===== src/rtl/core/fvm_pkg.sv =====
`timescale 1ns / 1ps
// ----------------------------------------------------------------------------
// Four-voice mixer package
// Shared constants, operation codes, controller states and the command and
// status structures that pass between the controller and the datapath.
// ----------------------------------------------------------------------------
package fvm_pkg;

  localparam int unsigned SAMPLE_BYTES = 131072;
  localparam int unsigned ADDR_W       = $clog2(SAMPLE_BYTES);
  localparam int unsigned VOICES       = 4;
  localparam int unsigned VOICE_W      = 2;
  localparam int unsigned LEN_W        = ADDR_W + 1;
  localparam int unsigned STEP_W       = 20;
  localparam int unsigned FRAC_W       = 16;
  localparam int unsigned RATIO_W      = 16;
  localparam int unsigned PERIOD_W     = 12;
  localparam int unsigned VOL_W        = 7;
  localparam int unsigned ACC_W        = 20;
  localparam int unsigned DIV_W        = 24;
  localparam int unsigned DIV_CNT_W    = 5;
  localparam int unsigned MIX_SHIFT    = 3;

  localparam logic [RATIO_W-1:0]  CLOCK_RATIO_RESET = 16'd41179;
  localparam logic [PERIOD_W-1:0] MIN_PERIOD        = 12'd28;
  localparam logic [VOL_W-1:0]    MAX_VOLUME        = 7'd64;
  localparam logic [LEN_W-1:0]    MAX_LENGTH        = LEN_W'(SAMPLE_BYTES);
  localparam logic [LEN_W-1:0]    MIN_LOOP          = 18'd2;
  localparam logic [VOICE_W-1:0]  LAST_VOICE        = VOICE_W'(VOICES - 1);

  typedef enum logic [2:0] {
    OP_WRITE   = 3'd0,
    OP_REGION  = 3'd1,
    OP_PERIOD  = 3'd2,
    OP_VOLUME  = 3'd3,
    OP_TRIGGER = 3'd4,
    OP_FRAME   = 3'd5
  } op_e;

  typedef enum logic [2:0] {
    ST_IDLE,
    ST_DECODE,
    ST_DIV,
    ST_F_READ,
    ST_F_MIX,
    ST_F_WRAP,
    ST_F_MOD,
    ST_F_OUT
  } state_e;

  typedef struct packed {
    logic               capture;
    logic [VOICE_W-1:0] voice;
    logic               mem_write;
    logic               set_region;
    logic               set_volume;
    logic               trigger;
    logic               div_start;
    logic               div_mod;
    logic               load_step;
    logic               clear_acc;
    logic               mem_read;
    logic               mix;
    logic               commit_adv;
    logic               commit_mod;
    logic               stop_voice;
    logic               load_out;
  } cmd_t;

  typedef struct packed {
    op_e                op;
    logic [VOICE_W-1:0] channel;
    logic               cur_active;
    logic               wrap;
    logic               loop_on;
    logic               div_busy;
    logic               div_done;
    logic               out_free;
  } sts_t;

  // Voices 0 and 3 of every group of four take the louder share on the left.
  function automatic logic is_left(input logic [VOICE_W-1:0] v);
    return (v[1:0] == 2'd0) || (v[1:0] == 2'd3);
  endfunction

  // Arithmetic shift right by three, then clip to sixteen signed bits.
  function automatic logic signed [15:0] sat_mix(input logic signed [ACC_W-1:0] a);
    logic signed [ACC_W-1:0] sh;
    sh = a >>> MIX_SHIFT;
    if (sh > 20'sd32767) begin
      return 16'sh7fff;
    end else if (sh < -20'sd32768) begin
      return 16'sh8000;
    end
    return sh[15:0];
  endfunction

endpackage


===== src/rtl/core/fvm_ctrl.sv =====
`timescale 1ns / 1ps
// ----------------------------------------------------------------------------
// Four-voice mixer controller
// State machine that decodes each transaction and sequences the frame
// through the voices one at a time.
// ----------------------------------------------------------------------------
module fvm_ctrl (
  input  logic          clk_i,
  input  logic          rst_ni,
  input  logic          in_valid_i,
  output logic          in_ready_o,
  input  fvm_pkg::sts_t sts_i,
  output fvm_pkg::cmd_t cmd_o
);
  import fvm_pkg::*;

  state_e state_q, state_d;
  logic [VOICE_W-1:0] vidx_q, vidx_d;
  logic voice_done;

  // A voice is finished when its position is written back, or at once if it is idle.
  always_comb begin
    voice_done = 1'b0;
    unique case (state_q)
      ST_F_READ: voice_done = !sts_i.cur_active;
      ST_F_WRAP: voice_done = !(sts_i.wrap && sts_i.loop_on);
      ST_F_MOD:  voice_done = sts_i.div_done;
      default:   voice_done = 1'b0;
    endcase
  end

  always_comb begin
    state_d = state_q;
    vidx_d  = vidx_q;
    unique case (state_q)
      ST_IDLE: begin
        if (in_valid_i) state_d = ST_DECODE;
      end
      ST_DECODE: begin
        unique case (sts_i.op)
          OP_PERIOD: state_d = ST_DIV;
          OP_FRAME: begin
            state_d = ST_F_READ;
            vidx_d  = '0;
          end
          default: state_d = ST_IDLE;
        endcase
      end
      ST_DIV: begin
        if (sts_i.div_done) state_d = ST_IDLE;
      end
      ST_F_READ: begin
        if (sts_i.cur_active) state_d = ST_F_MIX;
      end
      ST_F_MIX: state_d = ST_F_WRAP;
      ST_F_WRAP: begin
        if (sts_i.wrap && sts_i.loop_on) state_d = ST_F_MOD;
      end
      ST_F_MOD: ;
      ST_F_OUT: begin
        if (sts_i.out_free) state_d = ST_IDLE;
      end
      default: state_d = ST_IDLE;
    endcase
    if (voice_done) begin
      if (vidx_q == LAST_VOICE) begin
        state_d = ST_F_OUT;
      end else begin
        state_d = ST_F_READ;
        vidx_d  = vidx_q + 1'b1;
      end
    end
  end

  always_comb begin
    cmd_o = '0;
    in_ready_o = 1'b0;
    cmd_o.voice = sts_i.channel;
    unique case (state_q)
      ST_IDLE: begin
        in_ready_o    = 1'b1;
        cmd_o.capture = in_valid_i;
      end
      ST_DECODE: begin
        unique case (sts_i.op)
          OP_WRITE:   cmd_o.mem_write  = 1'b1;
          OP_REGION:  cmd_o.set_region = 1'b1;
          OP_PERIOD:  cmd_o.div_start  = 1'b1;
          OP_VOLUME:  cmd_o.set_volume = 1'b1;
          OP_TRIGGER: cmd_o.trigger    = 1'b1;
          OP_FRAME:   cmd_o.clear_acc  = 1'b1;
          default: ;
        endcase
      end
      ST_DIV: cmd_o.load_step = sts_i.div_done;
      ST_F_READ: begin
        cmd_o.voice    = vidx_q;
        cmd_o.mem_read = sts_i.cur_active;
      end
      ST_F_MIX: begin
        cmd_o.voice = vidx_q;
        cmd_o.mix   = 1'b1;
      end
      ST_F_WRAP: begin
        cmd_o.voice = vidx_q;
        if (!sts_i.wrap) begin
          cmd_o.commit_adv = 1'b1;
        end else if (sts_i.loop_on) begin
          cmd_o.div_start = 1'b1;
          cmd_o.div_mod   = 1'b1;
        end else begin
          cmd_o.commit_adv = 1'b1;
          cmd_o.stop_voice = 1'b1;
        end
      end
      ST_F_MOD: begin
        cmd_o.voice      = vidx_q;
        cmd_o.div_mod    = 1'b1;
        cmd_o.commit_mod = sts_i.div_done;
      end
      ST_F_OUT: cmd_o.load_out = sts_i.out_free;
      default: ;
    endcase
  end

  always_ff @(posedge clk_i or negedge rst_ni) begin
    if (!rst_ni) begin
      state_q <= ST_IDLE;
      vidx_q  <= '0;
    end else begin
      state_q <= state_d;
      vidx_q  <= vidx_d;
    end
  end

  // The output register is only loaded when its previous frame has gone.
  a_load_free: assert property (@(posedge clk_i) disable iff (!rst_ni)
    cmd_o.load_out |-> sts_i.out_free) else $error("output overwritten");

  // The divider is never restarted while it is still working.
  a_div_idle: assert property (@(posedge clk_i) disable iff (!rst_ni)
    cmd_o.div_start |-> !sts_i.div_busy) else $error("divider restarted");

  // A memory read is followed by the mix of the same voice.
  a_read_mix: assert property (@(posedge clk_i) disable iff (!rst_ni)
    cmd_o.mem_read |=> (cmd_o.mix && cmd_o.voice == $past(cmd_o.voice)))
    else $error("read not followed by mix");

endmodule


===== config.mk =====
export PLATFORM = sky130hd
export DESIGN_NAME = fvm_ctrl
export DESIGN_NICKNAME = d
export VERILOG_FILES = /design/src/rtl/core/fvm_pkg.sv /design/src/rtl/core/fvm_ctrl.sv
export SDC_FILE = /design/constraint.sdc
export NUM_CORES = 1
export LEC_CHECK = 0
export BUFFER_PORTS_ARGS = -buffer_cell sky130_fd_sc_hd__buf_2
export CAP_MARGIN = 40
export CORE_MARGIN = 2
export CORE_UTILIZATION = 40
export DETAILED_ROUTE_END_ITERATION = 10
export MAX_ROUTING_LAYER = met4
export PLACE_DENSITY = 0.73
export SYNTH_ARGS = -nofsm -noshare
export SYNTH_HDL_FRONTEND = slang
export SYNTH_SLANG_ARGS = --single-unit
export TNS_END_PERCENT = 50

===== constraint.sdc =====
create_clock -name clk_i -period 3.57 [get_ports clk_i]
set_input_delay 0.1785 -clock clk_i [delete_from_list [all_inputs] [get_ports clk_i]]
set_output_delay 0.1785 -clock clk_i [all_outputs]
set_load 0.03 [all_outputs]

==> reports/qor.csv <==
metric,value,unit
outcome,"finished, final reports clean",
Crit. End Element,primary output,
finished layout cell area,748.2,µm²
clock period minus final worst setup slack,2.076,ns
crit-path cells,nand2b_2 > or3_1 > nor3b_2 > buf_2,
Slew @ Worst Pin,0.5760,ns
slowest CP cell,dfrtp_1,
I/O pin count,32,
sequential share of power,25.5,%
largest net degree at the start of global routing,22,
Post-synth top flop,dfrtp_1,
Synth top area share,22.08,%
htree depth,1,
Setup WS pre-CTS,1.741,ns
clock sink count,5,
# diodes,0,
Syn Area/Cell,7.872,µm²
combinational share of power,64.2,%
RSZ-0062 raised after global routing,false,
fin crit share,58.14,%
peak supply drop,533.9,µV
DR WL/cell,10.58,µm
crit-path max FO,17,
area delta synth->final,32.01,%
die width,41.64,µm
Clock Skew,0.002547,ns
Post-Syn Area,566.8,µm²
Yosys reg bits,5,
Syn Inst Count,72,
Worst Path Required,3.39,ns
Root Buffer,clkbuf_4,
leakage,0.3645,nW
Max Cap Viol,0,
DP Area,711.9,µm²
Die ar.,0.001734,mm²
drc violations,0,
multi-input logic area,406.6,µm²
Post-Synthesis Net Count,87,
Synth async-reset ratio,100.0,%
I/O Buffers,30,
Clock Power Share,10.4,%
cell internal pwr,0.3052,mW
nets,118,
layout cells sized above 1,42.16,%
worst stage delay on the critical path,0.61,ns
Initial Utilization,43.02,%
Die H,41.64,µm
Final Hold Violating Endpoints,0,
worst setup margin,1.494,ns
Final Wtd Congestion,0.6843,
Rows,13,
"top cells by count, synth","7 x nand2_1, 7 x nor2_1, 5 x dfrtp_1, 5 x nor3_1, 4 x buf_2",
register area,125.1,µm²
CP startpoint,state_q[0],
first-pass GRT wire length,2049,µm
Antenna Violating Nets Remaining,0,
Overall Global Routing Usage,15.49,%
Fin Setup TNS,0,ns
first-pass detailed-route iteration total,4,
Clock Pin Slew Worst Setup and Hold Paths,0.05,ns
Post-Route WL,1238,µm
Yosys cell types,35,
Max Slew Vio Count,0,
gr ovfl total,0,
core area,0.001318,mm²
initial DRC count,8,
CTS Buf Count,3,
CTS tree,yes,
routed vias,617,
DP HPWL,969.8,µm
Hold WS,0.2661,ns
Synth area leaders,"dfrtp_1 22%, mux2_2 6.0%, nand2_1 4.6%, nor2_1 4.6%, nor3_1 4.4%",
Synthesis Warnings,0,
Clock Tree Buf Depth,2,
fill count,139,
Crit Reg-Reg Startpoint,state_q[2],
Worst Hold Class,primary input to asynchronous set/reset pin,
highest clock rate,481.8,MHz
reg2reg setup slack,1.83,ns
Post-synth EDFFs,0,
sw frac,53.57,%
crit path launch type,flip-flop,
Sw Pwr,0.3522,mW
DR vias/cell,5.274,
Final setup viols,0,
vias in the first global route,490,
worst setup path category,flip-flop to primary output,
WP data arrival,1.90,ns
Synth area leader,dfrtp_1,
worst skew pair latency,0.25,ns
power density cells,878.7,mW/mm²
initial antenna violation count,0,
headroom to the max-slew limit,61.60,%
"Seq/Total Area, Yosys",22.08,%
==> final cells by class <==
cell class	instances	share of cell area (%)
tap	15	2.508
sequential	5	16.72
timing repair buffer	31	21.40
clock buffer	4	3.512
multi-input combinational	59	54.35
inverter	3	1.505
==> state kept, by name (all words and copies together), names as in the netlist <==
register	cells
vidx_q	2
state_q	3
==> stage by stage <==
step	power (mW)	utilization, %	instances
after floorplan	0.5088	-	72
after global placement	0.5862	54.04	112
after detailed placement	0.5930	54.04	112
after CTS	0.6642	56.79	117
after global routing	0.7241	56.79	117
final	0.6575	56.79	117
==> worst max-delay path, delay by kind of cell (launching register included) <==
kind,cells,cell delay [ns]
flops,1,0.61
buf+inv,1,0.22
simple gates,3,0.81
==> per-layer routing <==
layer	track usage (%)	share of wire [%]	up-vias
met5	-	0	-
met3	3.478	6.4	2
met2	24.06	46	21
met1	18.77	46	273
met4	7.742	1.1	0
li1	-	-	321
==> power groups by stage <==
stage / Clock [mW] / Sequential, mW / Combinational [mW]
2_1_floorplan: 0 / 0.111 / 0.398
3_3_place_gp: 0 / 0.166 / 0.420
3_5_place_dp: 0 / 0.168 / 0.425
4_1_cts: 0.0691 / 0.167 / 0.428
5_1_grt: 0.0766 / 0.181 / 0.467
6_report: 0.0683 / 0.167 / 0.422
==> cell families (layout without fill, tap and decap cells) <==
group                    Yosys count  after routing  synth area share [%]
buffers and inverters              8             38                 6.180
adder cells (fa/ha/maj)            1              1                 2.207
AND/OR/NAND/NOR                   36             36                 38.85
XOR/XNOR                           1              1                 1.546
AO/OA/AOI/OAI                     16             16                 19.65
multiplexers                       5              5                 9.492
flip-flops                         5              5                 22.08
==> cells in the final DEF, fill, tap and decap left out, drive strengths merged <==
| master | count |
|---|---|
| buf | 30 |
| nor2 | 8 |
| nand2 | 7 |
| nor3 | 6 |
| dfrtp | 5 |
| o21ai | 5 |
| clkbuf | 4 |
| nor3b | 4 |
| and2 | 3 |
| mux2 | 3 |
| inv | 3 |
| nand2b | 3 |
| a211oi | 3 |
| mux2i | 2 |
| nor2b | 1 |
| a21boi | 1 |
| and4b | 1 |
| or3 | 1 |
| and4bb | 1 |
| xor2 | 1 |
| nand3b | 1 |
| a21oi | 1 |
| a221oi | 1 |
| o21bai | 1 |
| a31oi | 1 |
| o31ai | 1 |
| o221ai | 1 |
| o211ai | 1 |
| ha | 1 |
| dlygate4sd3 | 1 |
==> final timing paths <==
check                             end  cells past startpoint
hold / removal              vidx_q[1]                      2
setup reg to reg            vidx_q[1]                      4
hold reg to reg             vidx_q[0]                      1
min in group clk_i         state_q[1]                      3
max in group asynchronous  state_q[1]                      2
setup / recovery            cmd_o[10]                      4
==> timing repair <==
action | 4_1_cts | 5_1_grt
hold endpoints to repair | 5 | 0
buffers inserted | 0 | 0
gates resized for setup | 0 | 0
hold buffers | 1 | 0
No activity file was read; power rests on OpenSTA's default activity.
